`config.mk`:
```
export PLATFORM = sky130hd
export DESIGN_NAME = achilles_number_classifier_flat
export DESIGN_NICKNAME = d
export VERILOG_FILES = /design/src/rtl/achnc_pkg.sv /design/src/rtl/achnc_in_if.sv /design/src/rtl/achnc_out_if.sv /design/src/rtl/achnc_div.sv /design/src/rtl/achnc_ctrl.sv /design/src/rtl/achilles_number_classifier.sv /design/src/flat_wrapper.sv
export SDC_FILE = /design/constraint.sdc
export NUM_CORES = 1
export LEC_CHECK = 0
export ABC_CLOCK_PERIOD_IN_PS = 5200
export BUFFER_PORTS_ARGS = -buffer_cell sky130_fd_sc_hd__buf_2
export CORE_ASPECT_RATIO = 0.5
export CORE_MARGIN = 5
export CORE_UTILIZATION = 45
export DETAILED_ROUTE_END_ITERATION = 16
export HOLD_SLACK_MARGIN = 0.03
export PLACE_DENSITY = 0.69
export REMOVE_ABC_BUFFERS = 1
export SKIP_CTS_REPAIR_TIMING = 1
export SLEW_MARGIN = 0
export SYNTH_ARGS = -nofsm -noshare
export SYNTH_HDL_FRONTEND = slang
export SYNTH_SLANG_ARGS = --single-unit
export TNS_END_PERCENT = 5
```
`constraint.sdc`:
```
create_clock -name clk -period 5.2 [get_ports clk]
set_input_delay 1.04 -clock clk [delete_from_list [all_inputs] [get_ports clk]]
set_output_delay 1.04 -clock clk [all_outputs]
set_load 0.05 [all_outputs]
```
`src/rtl/achnc_pkg.sv`:
```
// achnc_pkg: constants, sequencer states and inter-module structs for the
// achilles number classifier; no dependencies
`timescale 1ns / 1ps
`default_nettype none

package achnc_pkg;

	localparam int NUM_WIDTH = 32;
	// exponent of any prime factor is at most NUM_WIDTH-1
	localparam int EXP_W     = $clog2(NUM_WIDTH);
	localparam int CNT_W     = $clog2(NUM_WIDTH + 1);

	typedef enum logic [2:0] {
		ST_IDLE,
		ST_TRIAL,
		ST_TRIAL_WAIT,
		ST_GCD,
		ST_GCD_WAIT,
		ST_TAIL,
		ST_FINISH
	} state_t;

	typedef struct packed {
		logic                 start;
		logic [NUM_WIDTH-1:0] dividend;
		logic [NUM_WIDTH-1:0] divisor;
	} div_req_t;

	typedef struct packed {
		logic                 busy;
		logic                 done;
		logic [NUM_WIDTH-1:0] quotient;
		logic [NUM_WIDTH-1:0] remainder;
	} div_rsp_t;

	typedef struct packed {
		logic prime_flag;
		logic powerful_flag;
		logic perfect_power_flag;
		logic achilles_flag;
	} result_t;

endpackage

`default_nettype wire

```
`src/rtl/achnc_in_if.sv`:
```
// achnc_in_if: input channel carrying the number to classify
// depends on achnc_pkg
`timescale 1ns / 1ps
`default_nettype none

interface achnc_in_if
	import achnc_pkg::*;
();
	logic                 valid;
	logic                 ready;
	logic [NUM_WIDTH-1:0] number;

	modport source (output valid, output number, input ready);
	modport sink   (input valid, input number, output ready);
endinterface

`default_nettype wire

```
`src/rtl/achnc_out_if.sv`:
```
// achnc_out_if: result channel carrying the four classification flags
// depends on achnc_pkg
`timescale 1ns / 1ps
`default_nettype none

interface achnc_out_if
	import achnc_pkg::*;
();
	logic valid;
	logic ready;
	logic prime_flag;
	logic powerful_flag;
	logic perfect_power_flag;
	logic achilles_flag;

	modport source (output valid, output prime_flag, output powerful_flag,
		output perfect_power_flag, output achilles_flag, input ready);
	modport sink   (input valid, input prime_flag, input powerful_flag,
		input perfect_power_flag, input achilles_flag, output ready);
endinterface

`default_nettype wire

```
`src/rtl/achnc_div.sv`:
```
// achnc_div: shared restoring divider, one quotient bit per cycle
// depends on achnc_pkg
`timescale 1ns / 1ps
`default_nettype none

module achnc_div
	import achnc_pkg::*;
(
	input  wire logic     clk,
	input  wire logic     arst_n,
	input  wire div_req_t div_req,
	output div_rsp_t      div_rsp
);

	localparam logic [CNT_W-1:0] CNT_INIT = CNT_W'(NUM_WIDTH);

	logic                 busy_q;
	logic                 done_q;
	logic [CNT_W-1:0]     cnt_q;
	logic [NUM_WIDTH-1:0] rem_q;
	logic [NUM_WIDTH-1:0] quo_q;
	logic [NUM_WIDTH-1:0] dvs_q;

	logic [NUM_WIDTH:0]   r_sh;
	logic [NUM_WIDTH:0]   diff;
	logic                 load;

	assign load = div_req.start && !busy_q;
	assign r_sh = {rem_q, quo_q[NUM_WIDTH-1]};
	assign diff = r_sh - {1'b0, dvs_q};

	always_ff @(posedge clk or negedge arst_n) begin
		if (!arst_n) begin
			busy_q <= 1'b0;
			done_q <= 1'b0;
			cnt_q  <= '0;
		end else begin
			done_q <= 1'b0;
			if (load) begin
				busy_q <= 1'b1;
				cnt_q  <= CNT_INIT;
			end else if (busy_q) begin
				cnt_q <= cnt_q - 1'b1;
				if (cnt_q == CNT_W'(1)) begin
					busy_q <= 1'b0;
					done_q <= 1'b1;
				end
			end
		end
	end

	always_ff @(posedge clk) begin
		if (load) begin
			rem_q <= '0;
			quo_q <= div_req.dividend;
			dvs_q <= div_req.divisor;
		end else if (busy_q) begin
			// partial remainder stays below the divisor, so it fits the width
			if (!diff[NUM_WIDTH]) begin
				rem_q <= diff[NUM_WIDTH-1:0];
				quo_q <= {quo_q[NUM_WIDTH-2:0], 1'b1};
			end else begin
				rem_q <= r_sh[NUM_WIDTH-1:0];
				quo_q <= {quo_q[NUM_WIDTH-2:0], 1'b0};
			end
		end
	end

	assign div_rsp.busy      = busy_q;
	assign div_rsp.done      = done_q;
	assign div_rsp.quotient  = quo_q;
	assign div_rsp.remainder = rem_q;

	a_done_idle : assert property (@(posedge clk) disable iff (!arst_n)
		done_q |-> !busy_q)
		else $error("divider done while still busy");

	a_done_after_busy : assert property (@(posedge clk) disable iff (!arst_n)
		done_q |-> $past(busy_q))
		else $error("divider done without a division in flight");

	a_rem_bound : assert property (@(posedge clk) disable iff (!arst_n)
		done_q |-> (rem_q < dvs_q))
		else $error("divider remainder not below divisor");

endmodule

`default_nettype wire

```
`src/rtl/achnc_ctrl.sv`:
```
// achnc_ctrl: trial division and exponent gcd sequencer with its datapath
// depends on achnc_pkg, achnc_in_if; drives the shared divider achnc_div
`timescale 1ns / 1ps
`default_nettype none

module achnc_ctrl
	import achnc_pkg::*;
(
	input  wire logic     clk,
	input  wire logic     arst_n,
	achnc_in_if.sink      req,
	output div_req_t      div_req,
	input  wire div_rsp_t div_rsp,
	output logic          res_valid,
	output result_t       res,
	input  wire logic     res_take
);

	state_t state_q, state_d;

	logic [NUM_WIDTH-1:0] n_q;
	logic [NUM_WIDTH-1:0] d_q;
	logic [NUM_WIDTH-1:0] d_next;
	logic [EXP_W-1:0]     e_q;
	logic [EXP_W-1:0]     g_q;
	logic [EXP_W-1:0]     a_q;
	logic [EXP_W-1:0]     b_q;
	logic [1:0]           tot_q;   // sum of exponents, saturated at two
	logic                 pow_q;

	logic                 below_two;
	logic                 stop;
	logic                 exact;
	logic                 perfect;

	assign below_two = req.number < NUM_WIDTH'(2);
	// bound is checked only when a new divisor starts, not mid-exponent
	assign stop    = (e_q == '0) && (d_q > div_rsp.quotient);
	assign exact   = div_rsp.remainder == '0;
	assign d_next  = (d_q == NUM_WIDTH'(2)) ? NUM_WIDTH'(3) : d_q + NUM_WIDTH'(2);
	assign perfect = g_q >= EXP_W'(2);

	always_comb begin
		state_d = state_q;
		unique case (state_q)
			ST_IDLE: begin
				if (req.valid) state_d = below_two ? ST_FINISH : ST_TRIAL;
			end
			ST_TRIAL: state_d = ST_TRIAL_WAIT;
			ST_TRIAL_WAIT: begin
				if (div_rsp.done) begin
					priority if (stop)         state_d = ST_TAIL;
					else if (exact)            state_d = ST_TRIAL;
					else if (e_q != '0)        state_d = ST_GCD;
					else                       state_d = ST_TRIAL;
				end
			end
			ST_GCD:      state_d = (b_q == '0) ? ST_TRIAL : ST_GCD_WAIT;
			ST_GCD_WAIT: begin
				if (div_rsp.done) state_d = ST_GCD;
			end
			ST_TAIL:     state_d = ST_FINISH;
			ST_FINISH: begin
				if (res_take) state_d = ST_IDLE;
			end
			default:     state_d = ST_IDLE;
		endcase
	end

	always_comb begin
		req.ready        = 1'b0;
		res_valid        = 1'b0;
		div_req.start    = 1'b0;
		div_req.dividend = n_q;
		div_req.divisor  = d_q;
		unique case (state_q)
			ST_IDLE:   req.ready = 1'b1;
			ST_TRIAL:  div_req.start = 1'b1;
			ST_GCD: begin
				div_req.start    = b_q != '0;
				div_req.dividend = NUM_WIDTH'(a_q);
				div_req.divisor  = NUM_WIDTH'(b_q);
			end
			ST_FINISH: res_valid = 1'b1;
			default: ;
		endcase
	end

	always_ff @(posedge clk or negedge arst_n) begin
		if (!arst_n) state_q <= ST_IDLE;
		else         state_q <= state_d;
	end

	always_ff @(posedge clk) begin
		unique case (state_q)
			ST_IDLE: begin
				if (req.valid) begin
					n_q   <= req.number;
					d_q   <= NUM_WIDTH'(2);
					e_q   <= '0;
					g_q   <= '0;
					tot_q <= 2'd0;
					pow_q <= !below_two;
				end
			end
			ST_TRIAL_WAIT: begin
				if (div_rsp.done && !stop) begin
					if (exact) begin
						n_q <= div_rsp.quotient;
						e_q <= e_q + EXP_W'(1);
					end else begin
						d_q <= d_next;
						if (e_q != '0) begin
							pow_q <= pow_q && (e_q >= EXP_W'(2));
							tot_q <= (tot_q == 2'd0 && e_q == EXP_W'(1)) ? 2'd1 : 2'd2;
							a_q   <= g_q;
							b_q   <= e_q;
						end
					end
				end
			end
			ST_GCD: begin
				if (b_q == '0) begin
					g_q <= a_q;
					e_q <= '0;
				end
			end
			ST_GCD_WAIT: begin
				if (div_rsp.done) begin
					a_q <= b_q;
					b_q <= div_rsp.remainder[EXP_W-1:0];
				end
			end
			ST_TAIL: begin
				// leftover cofactor is one more prime with exponent one
				if (n_q > NUM_WIDTH'(1)) begin
					pow_q <= 1'b0;
					g_q   <= EXP_W'(1);
					tot_q <= (tot_q == 2'd0) ? 2'd1 : 2'd2;
				end
			end
			default: ;
		endcase
	end

	assign res.prime_flag         = tot_q == 2'd1;
	assign res.powerful_flag      = pow_q;
	assign res.perfect_power_flag = perfect;
	assign res.achilles_flag      = pow_q && !perfect;

endmodule

`default_nettype wire

```
`src/rtl/achilles_number_classifier.sv`:
```
// achilles_number_classifier: top level with sequencer, shared divider and
// result register; depends on achnc_pkg, achnc_in_if, achnc_out_if
// Work: each division runs on the shared divider, one division at a time; an item
// needs about one division per odd trial divisor up to sqrt(number), plus one per
// factor found and a few for each exponent gcd; a prime near 2^32 is the worst case,
// and inputs below two need no division at all.
// Throughput: one item at a time; a new item is taken while the last result waits.
// Reset: arst_n clears the sequencer, divider control and result valid at once.
`timescale 1ns / 1ps
`default_nettype none

module achilles_number_classifier
	import achnc_pkg::*;
(
	input  wire logic clk,
	input  wire logic arst_n,
	achnc_in_if.sink   req,
	achnc_out_if.source rsp
);

	div_req_t div_req;
	div_rsp_t div_rsp;
	logic     res_valid;
	result_t  res;
	logic     res_take;
	logic     ovalid_q;
	result_t  res_q;

	achnc_ctrl u_ctrl (
		.clk       (clk),
		.arst_n    (arst_n),
		.req       (req),
		.div_req   (div_req),
		.div_rsp   (div_rsp),
		.res_valid (res_valid),
		.res       (res),
		.res_take  (res_take)
	);

	achnc_div u_div (
		.clk     (clk),
		.arst_n  (arst_n),
		.div_req (div_req),
		.div_rsp (div_rsp)
	);

	assign res_take = !ovalid_q || rsp.ready;

	always_ff @(posedge clk or negedge arst_n) begin
		if (!arst_n) begin
			ovalid_q <= 1'b0;
		end else if (res_take) begin
			ovalid_q <= res_valid;
		end
	end

	always_ff @(posedge clk) begin
		if (res_take && res_valid) res_q <= res;
	end

	assign rsp.valid              = ovalid_q;
	assign rsp.prime_flag         = res_q.prime_flag;
	assign rsp.powerful_flag      = res_q.powerful_flag;
	assign rsp.perfect_power_flag = res_q.perfect_power_flag;
	assign rsp.achilles_flag      = res_q.achilles_flag;

	a_achilles_powerful : assert property (@(posedge clk) disable iff (!arst_n)
		ovalid_q |-> !(res_q.achilles_flag && !res_q.powerful_flag))
		else $error("achilles item that is not powerful");

	a_prime_not_powerful : assert property (@(posedge clk) disable iff (!arst_n)
		ovalid_q |-> !(res_q.prime_flag && (res_q.powerful_flag || res_q.perfect_power_flag)))
		else $error("prime item flagged powerful or perfect power");

	a_ready_div_idle : assert property (@(posedge clk) disable iff (!arst_n)
		req.ready |-> !div_rsp.busy)
		else $error("input ready while divider busy");

endmodule

`default_nettype wire
```
`src/flat_wrapper.sv`:
```
// flat-port wrapper written by rule: the top's interface ports become plain ports
module achilles_number_classifier_flat import achnc_pkg::*;
  (clk, arst_n, req_valid, req_number, req_ready, rsp_valid, rsp_prime_flag, rsp_powerful_flag, rsp_perfect_power_flag, rsp_achilles_flag, rsp_ready);
  achnc_in_if req_i ();
  achnc_out_if rsp_i ();
  input  wire logic clk;
  input  wire logic arst_n;
  input wire logic [$bits(req_i.valid)-1:0] req_valid;
  input wire logic [$bits(req_i.number)-1:0] req_number;
  output wire logic [$bits(req_i.ready)-1:0] req_ready;
  output wire logic [$bits(rsp_i.valid)-1:0] rsp_valid;
  output wire logic [$bits(rsp_i.prime_flag)-1:0] rsp_prime_flag;
  output wire logic [$bits(rsp_i.powerful_flag)-1:0] rsp_powerful_flag;
  output wire logic [$bits(rsp_i.perfect_power_flag)-1:0] rsp_perfect_power_flag;
  output wire logic [$bits(rsp_i.achilles_flag)-1:0] rsp_achilles_flag;
  input wire logic [$bits(rsp_i.ready)-1:0] rsp_ready;
  assign req_i.valid = req_valid;
  assign req_i.number = req_number;
  assign req_ready = req_i.ready;
  assign rsp_valid = rsp_i.valid;
  assign rsp_prime_flag = rsp_i.prime_flag;
  assign rsp_powerful_flag = rsp_i.powerful_flag;
  assign rsp_perfect_power_flag = rsp_i.perfect_power_flag;
  assign rsp_achilles_flag = rsp_i.achilles_flag;
  assign rsp_i.ready = rsp_ready;
  achilles_number_classifier u_core (.clk(clk), .arst_n(arst_n), .req(req_i), .rsp(rsp_i));
endmodule
```
# Word-level counts from Yosys, hierarchy flattened
# Index checks and enable logic that the tools add are counted.
# W data, S select, Z words.
totals:
  inputBits: 36
  reg_bits: 199
  output_inout_bits: 6
op_classes:
  eq_ne: 20
  magnitude_cmp: 5
  n_addsub: 4
  muxes: 67
  reduce_logical: 33
op_table:
  columns: ["cell", "count"]
  rows:
  - ["$mux W32", 10]
  - ["$pmux W32 S2", 2]
  - ["$mux W5", 14]
  - ["$mux W64", 1]
  - ["$sub A33 B32 Y33", 1]
  - ["$add A32 B2 Y32 const B", 1]
  - ["$eq A32 B2 Y1 const B", 1]
  - ["$gt A32 B1 Y1 const B", 1]
  - ["$gt A32 B32 Y1", 1]
  - ["$logic_not A32 Y1", 1]
  - ["$lt A32 B2 Y1 const B", 1]
  - ["$pmux W5 S3", 2]
  - ["$mux W3", 7]
  - ["$pmux W3 S7", 1]
  - ["$pmux W5 S2", 2]
  - ["$mux W2", 9]
  - ["$ne A2 B2 Y1 const B", 9]
  - ["$reduce_and A4 Y1", 4]
  - ["$mux W1", 14]
  - ["$mux W6", 2]
  - ["$ge A5 B2 Y1 const B", 2]
  - ["$logic_not A5 Y1", 2]
  - ["$reduce_and A5 Y1", 2]
  - ["$reduce_bool A5 Y1", 2]
  - ["20 further kinds", 37]

# Logic depth before layout (Yosys ltp)
# Gate-level depths: netlist (run 1).
logic_depth:
  ltp_word: 7
  mapped_depth: 13
  depth_no_buf: 11

# By module
# Synthesis (run 1) repeated with hierarchy kept, for this count alone.
unflattened:
  hier_cells: 1221
  hier_area_um2: 11990.2
by_module_without_submodules:
  columns: ["mod", "cells_per_inst", "area_each_um2", "n_inst"]
  rows:
  - ["achnc_ctrl", 635, 5934.4, 1]
  - ["achnc_div", 578, 5881.9, 1]
  - ["achilles_number_classifier", 8, 173.9, 1]

# Worst setup path after synthesis (run 1)
# OpenSTA, ideal clock, no wires.
synth_timing:
  kind: "register -> register"
  start: "register u_core.u_ctrl.d_q[9]"
  end: "register u_core.u_ctrl.d_q[0], enable pin"
  slack_ns: 0.295
  t_arrival_ns: 4.440
  required_ns: 4.734
  path_stages_with_launch: 10
  n_path_buf: 0
  path_cell_list: "edfxtp_1 > ha_1 > a21o_1 > a21o_1 > a21o_1 > a211oi_1 > o21ai_0 > o311ai_0 > a21oi_1 > o21ai_0"
synth_between:
  elab_chain_len: 6
synth_lines:
  columns: ["item", "line", "text"]
  rows:
  - ["start, declared", "achnc_ctrl.sv:22", "logic [NUM_WIDTH-1:0] d_q;"]
  - ["start signal, assigned", "achnc_ctrl.sv:112", "d_q <= d_next;"]
  - ["$gt A32 B32 Y1", "achnc_ctrl.sv:38", "assign stop = (e_q == '0) && (d_q > div_rsp.quotient);"]
  - ["$logic_and A1 B1 Y1", "achnc_ctrl.sv:38", null]
  - ["$logic_not A1 Y1", "achnc_ctrl.sv:107", "if (div_rsp.done && !stop) begin"]
  - ["$logic_and A1 B1 Y1", "achnc_ctrl.sv:107", null]
  - ["$ne A2 B2 Y1 (no line)", null, null]
  - ["$reduce_and A4 Y1 (no line)", null, null]
# Every way passes these cells.
# A chain may end at the register's enable or synchronous reset.

# Final worst setup path (run 1)
layout_timing:
  start: "register u_core.u_ctrl.d_q[9]"
  end: "register u_core.u_ctrl.n_q[25], enable pin"
layout_between:
  elab_chain_len: 6
layout_lines:
  columns: ["item", "line", "text"]
  rows:
  - ["$gt A32 B32 Y1", "achnc_ctrl.sv:38", null]
  - ["$logic_and A1 B1 Y1", "achnc_ctrl.sv:38", null]
  - ["$logic_not A1 Y1", "achnc_ctrl.sv:107", null]
  - ["$logic_and A1 B1 Y1", "achnc_ctrl.sv:107", null]
  - ["$ne A2 B2 Y1 (no line)", null, null]
  - ["$reduce_and A4 Y1 (no line)", null, null]
  - ["end signal, assigned", "achnc_ctrl.sv:98", "n_q <= req.number;"]
  - ["end signal, assigned", "achnc_ctrl.sv:109", "n_q <= div_rsp.quotient;"]
  - ["end, declared", "achnc_ctrl.sv:21", "logic [NUM_WIDTH-1:0] n_q;"]
# Every way passes these cells.

==> results of run 1 <==
[layout make-up]
cell class | instances | share of cell area (%)
clock buffers | 18 | 3.373
well taps | 344 | 3.383
clock inverters | 13 | 1.160
inverters | 83 | 2.448
repair buffers | 54 | 2.380
multi-input cells | 862 | 43.28
flip-flops and latches | 199 | 43.97
[worst max path at each step]
stage	cells after the start	endpoint	slack, ns
final	9	u_core.u_ctrl.n_q[25]	1.40
after global routing	9	u_core.u_ctrl.n_q[27]	1.13
after CTS	9	u_core.u_ctrl.n_q[25]	1.44
after detailed placement	9	u_core.u_ctrl.n_q[20]	1.43
after global placement	9	u_core.u_ctrl.n_q[30]	1.54
after floorplan	6	u_core.u_ctrl.d_q[0]	0.29
[worst max-delay path, delay by kind of cell (launching register included)]
| family | cells | cell delay (ns) |
|---|---|---|
| simple gates | 1 | 0.24 |
| fa+ha+maj | 1 | 0.35 |
| flops | 1 | 0.49 |
| compound gates | 7 | 2.31 |
[cells by family (layout without fill, tap and decap cells)]
group,Yosys count,count (layout),share of synthesized area [%]
and+or+nand+nor,443,443,18.61
AOI/OAI and AO/OA,282,282,15.60
DFF,199,199,48.14
buffers and inverters,136,168,4.725
adders and majority gates,72,72,7.815
xor gates and xnor gates,54,54,4.069
muxes,11,11,1.044
[stage by stage]
step	hold slack (ns)	setup slack, ns	cells
2_1_floorplan	0.4264	0.2884	1144
3_3_place_gp	0.4379	1.541	1542
3_5_place_dp	0.4439	1.427	1542
4_1_cts	0.4552	1.440	1573
5_1_grt	0.4779	1.128	1573
6_report	0.4652	1.400	1573
[layer usage]
| metal | vias up | track usage (%) | routed length, um |
|---|---|---|---|
| met4 | 0 | 4.611 | 427 |
| met3 | 41 | 3.827 | 1956 |
| met2 | 289 | 30.27 | 12400 |
| li1 | 4443 | - | - |
| met1 | 4422 | 28.55 | 13750 |
| met5 | - | 0 | 0 |
[power groups by stage]
stage	Combinational, uW	Clock (uW)	Sequential, uW
floorplan	2460	0	2800
global placement	3200	0	2870
detailed placement	3320	0	2900
CTS	3340	1360	2870
global route	3770	1420	2940
finish	3350	1340	2880
[sequential cells by signal, summed over array words and instances, names as in the netlist, 2 cells and up]
register,count
u_core.u_ctrl.e_q,5
u_core.u_ctrl.g_q,5
u_core.u_div.rem_q,32
u_core.u_div.quo_q,32
u_core.u_ctrl.tot_q,2
u_core.u_ctrl.d_q,32
u_core.u_div.cnt_q,6
u_core.u_ctrl.a_q,5
u_core.u_ctrl.state_q,3
u_core.u_div.dvs_q,32
u_core.u_ctrl.n_q,32
u_core.u_ctrl.b_q,5
[layout by cell type, fill, tap and decap left out, types with 20 or more instances in the layout]
master,netlist,layout
edfxtp_1,155,155
nor2_1,74,73
nand2_1,128,127
nor2b_1,33,33
o21ai_0,96,94
inv_1,82,81
ha_1,71,71
xor2_1,36,36
dfxtp_1,32,32
nor3_1,22,21
a21o_1,20,20
buf_2,7,41
a21oi_1,61,60
nand3_1,78,78
nor4_1,34,34
==> summary.txt, run 1 <==
Worst setup path
  • Crit path DAT: 3.87 ns
  • Startpoint Class: flop
  • R2r endpoint: u_core.u_ctrl.n_q[25]
  • Nature of the critical path endpoint: flop
  • FF-to-FF Start: u_core.u_ctrl.d_q[9]
  • R2R depth: 9
  • Worst path slowest cell: a21oi_4
  • CP startpoint: u_core.u_ctrl.d_q[9]
  • Crit-path cells: ha_1 > a21o_1 > a21o_1 > a21o_1 > a211oi_1 > o21ai_0 > o311ai_0 > nand4_1 > a21oi_4
  • Critical path class: flop to flop
  • CP Max Fanout: 32
  • CP dominant cell by count: a21o_1
  • CP Data Required Time: 5.27 ns
  • Setup slack, reg-to-reg: 1.40 ns
  • Crit-path max cell delay: 0.88 ns

Floorplan
  • Top Ports: 42
  • Initial core utilization: 45.96%
  • Die width: 237.3 um
  • Core area: 25,290 um2
  • Die footprint: 29,340 um2
  • DIE HEIGHT: 123.6 um
  • Rows: 41

Placement
  • Hpwl dp: 20,450 um
  • Post-DP Area: 12,150 um2
  • Port bufs: 41
  • GP Congestion: 0.9097

Detailed routing
  • Drt wl/cell: 18.14 um
  • Detail Route Antenna Nets: 0
  • Drt total wl: 28,540 um
  • Via density: 5.846
  • DR iter-0 viols: 1,075
  • Vias: 9,195
  • Drt first pass iters: 6
  • DRC Markers: 0

Pwr
  • Flop pwr share: 38.0%
  • Switch share: 41.33%
  • Leakage: 0.004928 uW
  • Share of power burned in the clock network: 17.7%
  • Power Density: 595.6 nW/um2
  • Total power: 7578 uW
  • Internal: 4447 uW
  • Maximum vdd drop: 257.9 uV
  • Comb pwr share: 44.2%
  • Psw: 3132 uW

Clocking
  • Clock slew at reported path FFs: 0.08 ns
  • CTS tree: built
  • Clk buf depth: 2
  • H-tree level count: 4
  • CTS Buf Count: 17
  • Clock sink count: 199
  • CTS root buf: clkbuf_16
  • Clk_lat worst skew: 0.45 ns

Yosys
  • Post-synthesis cell count: 1,197
  • Most numerous cell in the Yosys netlist: edfxtp_1
  • Syn_area_per_cell: 9.711 um2
  • Register area share after synthesis: 48.14%
  • Yosys top cell by area: edfxtp_1
  • Post-synth top area share: 40.04%
  • Commonest cells in the synthesized netlist: edfxtp_1, nand2_1, o21ai_0
  • Synthesis warning total: 0
  • Top_reg_cell synth: edfxtp_1
  • Synthesized flop and latch total: 199
  • Number of flops mapped to enable cells by yosys: 155
  • Synthesized cell area: 11,620 um2
  • Asr flop ratio synth: 6.030%
  • Synth cell types: 68
  • Synth area leaders: edfxtp_1, ha_1, dfxtp_1

Flow run
  • Max cap viols: 0

GRT
  • Pin count of the biggest net entering global routing: 72
  • Initial antenna violation count: 0
  • GRT overflow: 0
  • GRT Overall Usage: 19.50%
  • Vias in the first global route: 8,579
  • First-pass GRT wire length: 45,570 um

Timing
  • Fmax: 263.2 MHz
  • Clock skew: 0.01371 ns
  • Slew @ Worst Pin: 1.237 ns
  • RSZ-0062 raised after global routing: no
  • Slew Viols, Final: 0
  • Fin crit share: 73.07%
  • Max-slew headroom: 17.54%
  • Endpoints failing setup: 0
  • Hold Vio Cnt, Final: 0
  • Total negative setup slack: 0 ns
  • Tmin final: 3.800 ns

Layout
  • FF/Latch Area: 5595 um2
  • Final instance area: 12,720 um2
  • Fin nets: 1,325
  • Final core occ: 50.31%
  • Fill cells: 2,307
  • Area grow syn2layout: 9.473%
  • Fraction of layout cells with a size suffix above 1: 9.032%
  • Inserted Diodes: 0
  • Area occupied by multi-input gates: 5508 um2

Worst hold path
  • Hold WC Path Type: primary input to async pin

Run status
  • Run status: finished, final reports clean
No activity file was read; power rests on OpenSTA's default activity.
==> run 2, diff against run 1 <==
ABC_CLOCK_PERIOD_IN_PS = 3200   (was 5200)
clock period = 3.2 ns   (was 5.2 ns; I/O delays follow)
==> run 2 against run 1 <==
Effect of this change:
- cell area grew 2.7%
- clock power grew 63%
- register-to-register slack lost 1.3 ns
- via count grew 2.5%
- hold slack lost 0.40 ns
==> summary.txt, run 2 (synthesis results as in run 1) <==
Pwr
  • Maximum vdd drop: 416.2 uV (+61%)
  • Leakage: 0.005092 uW (+3.3%)
  • Power Density: 990.6 nW/um2 (+66%)

Timing
  • Endpoints failing setup: 0 (unchanged)
  • Max-slew headroom: 19.43% (+1.9 points)
  • Slew @ Worst Pin: 1.208 ns (-0.02834 ns)
  • Fin crit share: 96.48% (+23 points)
  • RSZ-0062 raised after global routing: no
  • Clock skew: 0.01019 ns (-0.003526 ns)
  • Total negative setup slack: 0 ns (unchanged)
  • Post-route setup slack: 0.1125 ns (-1.288 ns)
  • Slew Viols, Final: 0 (unchanged)
  • Tmin final: 3.087 ns (-0.7123 ns)
  • Hold Vio Cnt, Final: 0 (unchanged)
  • Final hold slack: 0.06462 ns (-0.4006 ns)
  • Fmax: 323.9 MHz (+23%)

Worst setup path
  • CP dominant cell by count: a211oi_4
  • Nature of the critical path endpoint: flop
  • R2R depth: 13 (+4)
  • Startpoint Class: flop
  • R2r endpoint: u_core.u_div.rem_q[24]
  • Setup slack, reg-to-reg: 0.11 ns (-1.29 ns)
  • Critical path class: flop to flop
  • Buf/Inv on CP: 3 (+3)
  • Crit-path cells: inv_1 > ha_1 > fa_2 > nand2b_4 > a211oi_4 > o2111ai_2 > and3_4 > a21o_4 > a211oi_4 > buf_6 > clkbuf_16 > nand3_1 > o311ai_1
  • FF-to-FF Start: u_core.u_div.quo_q[31]
  • Worst path slowest cell: a211oi_4
  • CP delay by family, top: compound AO/OA/AOI/OAI gates
  • CP Max Fanout: 19 (-41%)
  • CP Data Required Time: 3.55 ns (-1.72 ns)
  • Crit-path max cell delay: 0.37 ns (-0.51 ns)
  • Crit path DAT: 3.44 ns (-0.43 ns)
  • Crit. path cell count: 13 (+4)

Detailed routing
  • Via density: 5.897 (+0.89%)
  • Drt wl/cell: 18.76 um (+3.4%)
  • DRC Markers: 0 (unchanged)
  • DR iter-0 viols: 1,159 (+7.8%)
  • Detail Route Antenna Nets: 0 (unchanged)
  • Vias: 9,424 (+2.5%)
  • Drt total wl: 29,980 um (+5.1%)
  • Drt first pass iters: 5 (-1)

Floorplan
  • Core area: 25,290 um2 (unchanged)
  • Die footprint: 29,340 um2 (unchanged)
  • Rows: 41 (unchanged)
  • DIE HEIGHT: 123.6 um (unchanged)
  • Initial core utilization: 45.96% (unchanged)
  • Die width: 237.3 um (unchanged)
  • Top Ports: 42 (unchanged)

Placement
  • Port bufs: 41 (unchanged)
  • Hpwl dp: 21,330 um (+4.3%)
  • GP Congestion: 0.9366 (+3.0%)
  • Pre-CTS WS: 0.07208 ns (-1.355 ns)

Clocking
  • Clock slew at reported path FFs: 0.08 ns (about the same)
  • CTS tree: built
  • Clock sink count: 199 (unchanged)
  • CTS Buf Count: 17 (unchanged)
  • CTS root buf: clkbuf_16
  • Clk buf depth: 2 (unchanged)
  • Clk_lat worst skew: 0.44 ns (about the same)
  • H-tree level count: 4 (unchanged)

GRT
  • GRT Overall Usage: 20.06% (+0.56 points)
  • Pin count of the biggest net entering global routing: 72 (unchanged)
  • GRT overflow: 0 (unchanged)
  • First-pass GRT wire length: 46,880 um (+2.9%)
  • Vias in the first global route: 8,672 (+1.1%)
  • Initial antenna violation count: 0 (unchanged)

Layout
  • Fraction of layout cells with a size suffix above 1: 11.00% (+2.0 points)
  • Most frequent cells in the layout: edfxtp_1, nand2_1, o21ai_0, inv_1, nand3_1
  • Inserted Diodes: 0 (unchanged)
  • Most common cell after layout, fill and taps aside: edfxtp_1
  • Area grow syn2layout: 12.42%
  • Final core occ: 51.67% (+1.4 points)
  • Fin nets: 1,349 (+1.8%)

Worst hold path
  • Hold WC Path Type: primary input to async pin

Flow run
  • Max cap viols: 0 (unchanged)

Run status
  • Run status: finished, final reports clean
run 2: cell count changes in the layout (fill, tap and decap cells not counted), moves of 2 or more:
cell / before / now
inv_6: 2 / 5
a211oi_4: 1 / 3
clkinv_2: 3 / 0
buf_12: 0 / 7
clkbuf_16: 17 / 19
buf_6: 0 / 2
a211oi_2: 2 / 0
buf_4: 13 / 26
run 2: worst max-delay path by stage:
stage,slack (ns),start,end
global route,0.03,u_core.u_div.quo_q[31],u_core.u_div.rem_q[24]
CTS,0.05,u_core.u_div.quo_q[31],u_core.u_div.rem_q[9]
floorplan,-1.71,u_core.u_ctrl.state_q[1],u_core.u_ctrl.d_q[0]
global placement,0.17,u_core.u_div.quo_q[31],u_core.u_div.rem_q[2]
detailed placement,0.07,u_core.u_div.quo_q[31],u_core.u_div.rem_q[9]
finish,0.11,u_core.u_div.quo_q[31],u_core.u_div.rem_q[24]
run 2: metrics by stage:
stage | area, um2 | instances | power (uW)
2_1_floorplan | 11390 | 1144 | 8548
3_3_place_gp | 12360 | 1560 | 10080
3_5_place_dp | 12360 | 1560 | 10330
4_1_cts | 12940 | 1592 | 12510
5_1_grt | 13070 | 1598 | 13790
6_report | 13070 | 1598 | 12950
run 2: routing by layer:
layer	routed length, um	up-vias	GRT usage (%)
met2	12870	340	30.21
met5	0	-	0
met4	484	0	5.043
met1	14410	4546	29.73
met3	2213	44	4.292
li1	-	4494	-
run 2: area by class of cell:
class | instances | area (um2)
Inverter | 83 | 311.5
Sequential cell | 199 | 5595
Fill cell | 2216 | 12220
Timing Repair Buffer | 78 | 613.1
Clock inverter | 12 | 131.4
Tap cell | 344 | 430.4
Multi-Input combinational cell | 862 | 5539
Clock buffer | 20 | 446.7
run 2: report_power, final:
part | leakage [uW] | switching [uW] | total (uW) | internal [uW]
Combinational | 0.00293 | 3620 | 6130 | 2510
Sequential | 0.00188 | 699 | 4630 | 3930
Clock | 0.000278 | 1050 | 2180 | 1130
run 2: worst reg2reg max path: stages, from the launching register on:
cell and delay (ns):
edfxtp_1 0.35, inv_1 0.08, ha_1 0.21, fa_2 0.36, nand2b_4 0.17, a211oi_4 0.28
o2111ai_2 0.16, and3_4 0.24, a21o_4 0.23, a211oi_4 0.38, buf_6 0.17, clkbuf_16 0.18
nand3_1 0.09, o311ai_1 0.11
==> run 3, diff against run 2 <==
CORE_UTILIZATION = 55   (was 45)
PLACE_DENSITY = 0.81   (was 0.69)
==> run 3 against run 2 <==
Effect of this change:
- cell count shrank 4.8%
- combinational power decreased by 4.2%
- register-to-register slack got worse by 0.03 ns
- clock power grew 4%
- sequential cell count did not move
- sequential share of layout area grew 0.46 points
- maximum frequency down 1.0%
- critical endpoint is now u_core.u_div.quo_q[0]
- largest cell class unchanged
==> summary.txt, run 3 (synthesis results as in run 1) <==
Run status
  • Run status: finished, final reports clean

Clocking
  • CTS Buf Count: 17 (unchanged)
  • CTS root buf: clkbuf_16
  • Clock sink count: 199 (unchanged)
  • Clock slew at reported path FFs: 0.09 ns (about the same)
  • H-tree level count: 4 (unchanged)
  • Clk_lat worst skew: 0.45 ns (about the same)
  • Clk buf depth: 2 (unchanged)
  • CTS tree: built

Layout
  • Fraction of layout cells with a size suffix above 1: 10.89% (-0.12 points)
  • Inserted Diodes: 0 (unchanged)
  • Fill cells: 1,605 (-28%)
  • Area grow syn2layout: 11.23%
  • Most common cell after layout, fill and taps aside: edfxtp_1
  • Most frequent cells in the layout: edfxtp_1, nand2_1, o21ai_0, inv_1, nand3_1
  • Final core occ: 62.62% (+11 points)
  • Fin nets: 1,344 (-0.37%)

Timing
  • Fin crit share: 97.45% (+0.97 points)
  • Slew @ Worst Pin: 1.210 ns (+0.001614 ns)
  • Max-slew headroom: 19.34% (-0.097 points)
  • Final hold slack: 0.06572 ns (+0.001102 ns)
  • Clock skew: 0.01823 ns (+0.008044 ns)
  • Total negative setup slack: 0 ns (unchanged)
  • Fmax: 320.7 MHz (-1.0%)
  • Hold Vio Cnt, Final: 0 (unchanged)
  • Slew Viols, Final: 0 (unchanged)
  • Endpoints failing setup: 0 (unchanged)
  • Tmin final: 3.118 ns (+0.03103 ns)
  • RSZ-0062 raised after global routing: yes

Pwr
  • Power Density: 990.7 nW/um2 (about the same)
  • Leakage: 0.005065 uW (-0.53%)
  • Maximum vdd drop: 517.0 uV (+24%)

Detailed routing
  • DR iter-0 viols: 1,402 (+21%)
  • Vias: 9,650 (+2.4%)
  • Drt wl/cell: 19.25 um (+2.6%)
  • Detail Route Antenna Nets: 0 (unchanged)
  • Drt first pass iters: 7 (+2)
  • Via density: 6.340 (+7.5%)
  • Drt total wl: 29,290 um (-2.3%)
  • DRC Markers: 0 (unchanged)

Worst hold path
  • Hold WC Path Type: primary input to async pin

Worst setup path
  • CP startpoint: u_core.u_div.quo_q[31]
  • FF-to-FF Start: u_core.u_div.quo_q[31]
  • Startpoint Class: flop
  • Setup slack, reg-to-reg: 0.08 ns (-0.03 ns)
  • Crit path DAT: 3.29 ns (-0.15 ns)
  • R2r endpoint: u_core.u_div.quo_q[0]
  • CP Data Required Time: 3.37 ns (-0.18 ns)
  • R2R depth: 12 (-1)
  • Nature of the critical path endpoint: flop
  • CP Max Fanout: 26 (+7)
  • Critical path class: flop to flop

GRT
  • GRT Overall Usage: 23.89% (+3.8 points)
  • Vias in the first global route: 9,142 (+5.4%)
  • GRT overflow: 0 (unchanged)
  • First-pass GRT wire length: 47,130 um (+0.53%)
  • Pin count of the biggest net entering global routing: 72 (unchanged)
  • Initial antenna violation count: 0 (unchanged)

Floorplan
  • Die width: 215.6 um (-9.1%)
  • Initial core utilization: 56.30% (+10 points)
  • DIE HEIGHT: 112.8 um (-8.8%)
  • Top Ports: 42 (unchanged)
  • Die footprint: 24,320 um2 (-17%)
  • Core area: 20,650 um2 (-18%)
  • Rows: 37 (-9.8%)

Placement
  • Hpwl dp: 20,810 um (-2.4%)
  • GP Congestion: 0.9202 (-1.8%)
  • Port bufs: 41 (unchanged)

Flow run
  • Max cap viols: 0 (unchanged)
run 3: changes by cell type in the layout (fill, tap and decap cells not counted), moves of 2 or more:
cell       previous run  this run
clkinv_8              0         2
clkbuf_1              2         0
clkbuf_16            19        17
buf_6                 2         0
run 3: final cells by class:
| cell class | count | area [um2] | area share, % |
|---|---|---|---|
| Timing Repair Buffer | 73 | 520.5 | 4.026 |
| Multi-Input combinational cell | 862 | 5547 | 42.90 |
| Sequential cell | 199 | 5595 | 43.28 |
| Tap cell | 273 | 341.6 | 2.642 |
| Clock buffer | 17 | 425.4 | 3.290 |
| Clock inverter | 15 | 187.7 | 1.452 |
| Inverter | 83 | 311.5 | 2.410 |
run 3: worst max-delay path by stage:
stage	cells past startpoint	endpoint	slack, ns
floorplan	6	u_core.u_ctrl.d_q[0]	-1.71
global placement	13	u_core.u_div.rem_q[20]	0.14
detailed placement	13	u_core.u_div.rem_q[20]	0.01
CTS	13	u_core.u_div.rem_q[16]	-0.03
global route	13	u_core.u_div.rem_q[19]	-0.03
finish	12	u_core.u_div.quo_q[0]	0.08
run 3: through the flow:
step,instances,instance area (um2),worst slack (ns),power [uW]
after floorplan,1144,11390,-1.712,8548
after global placement,1488,12260,0.1389,10010
after detailed placement,1488,12260,0.01186,10330
after global routing,1522,12930,-0.02934,13630
final,1522,12930,0.08150,12810
after CTS,1520,12870,-0.02708,12620
run 3: power breakdown:
part           switching (uW)  internal (uW)
Clock                    1080           1190
Combinational            3520           2350
Sequential                736           3930
run 3: worst max-delay path: stages, from the launching register on:
cell and delay, ns:
edfxtp_1 0.36, inv_1 0.09, ha_1 0.22, fa_2 0.36, nand2b_4 0.17, a211oi_4 0.31
o2111ai_2 0.20, and3_4 0.24, a21o_4 0.23, a211oi_4 0.25, buf_4 0.16, buf_12 0.16
a21oi_1 0.09
run 3: per-layer routing:
layer | global-route usage, % | vias up | wire length [um]
met1 | 34.02 | 4606 | 12730
li1 | - | 4487 | -
met4 | 7.030 | 0 | 529
met3 | 5.132 | 53 | 2835
met5 | 0 | - | 0
met2 | 37.23 | 504 | 13190
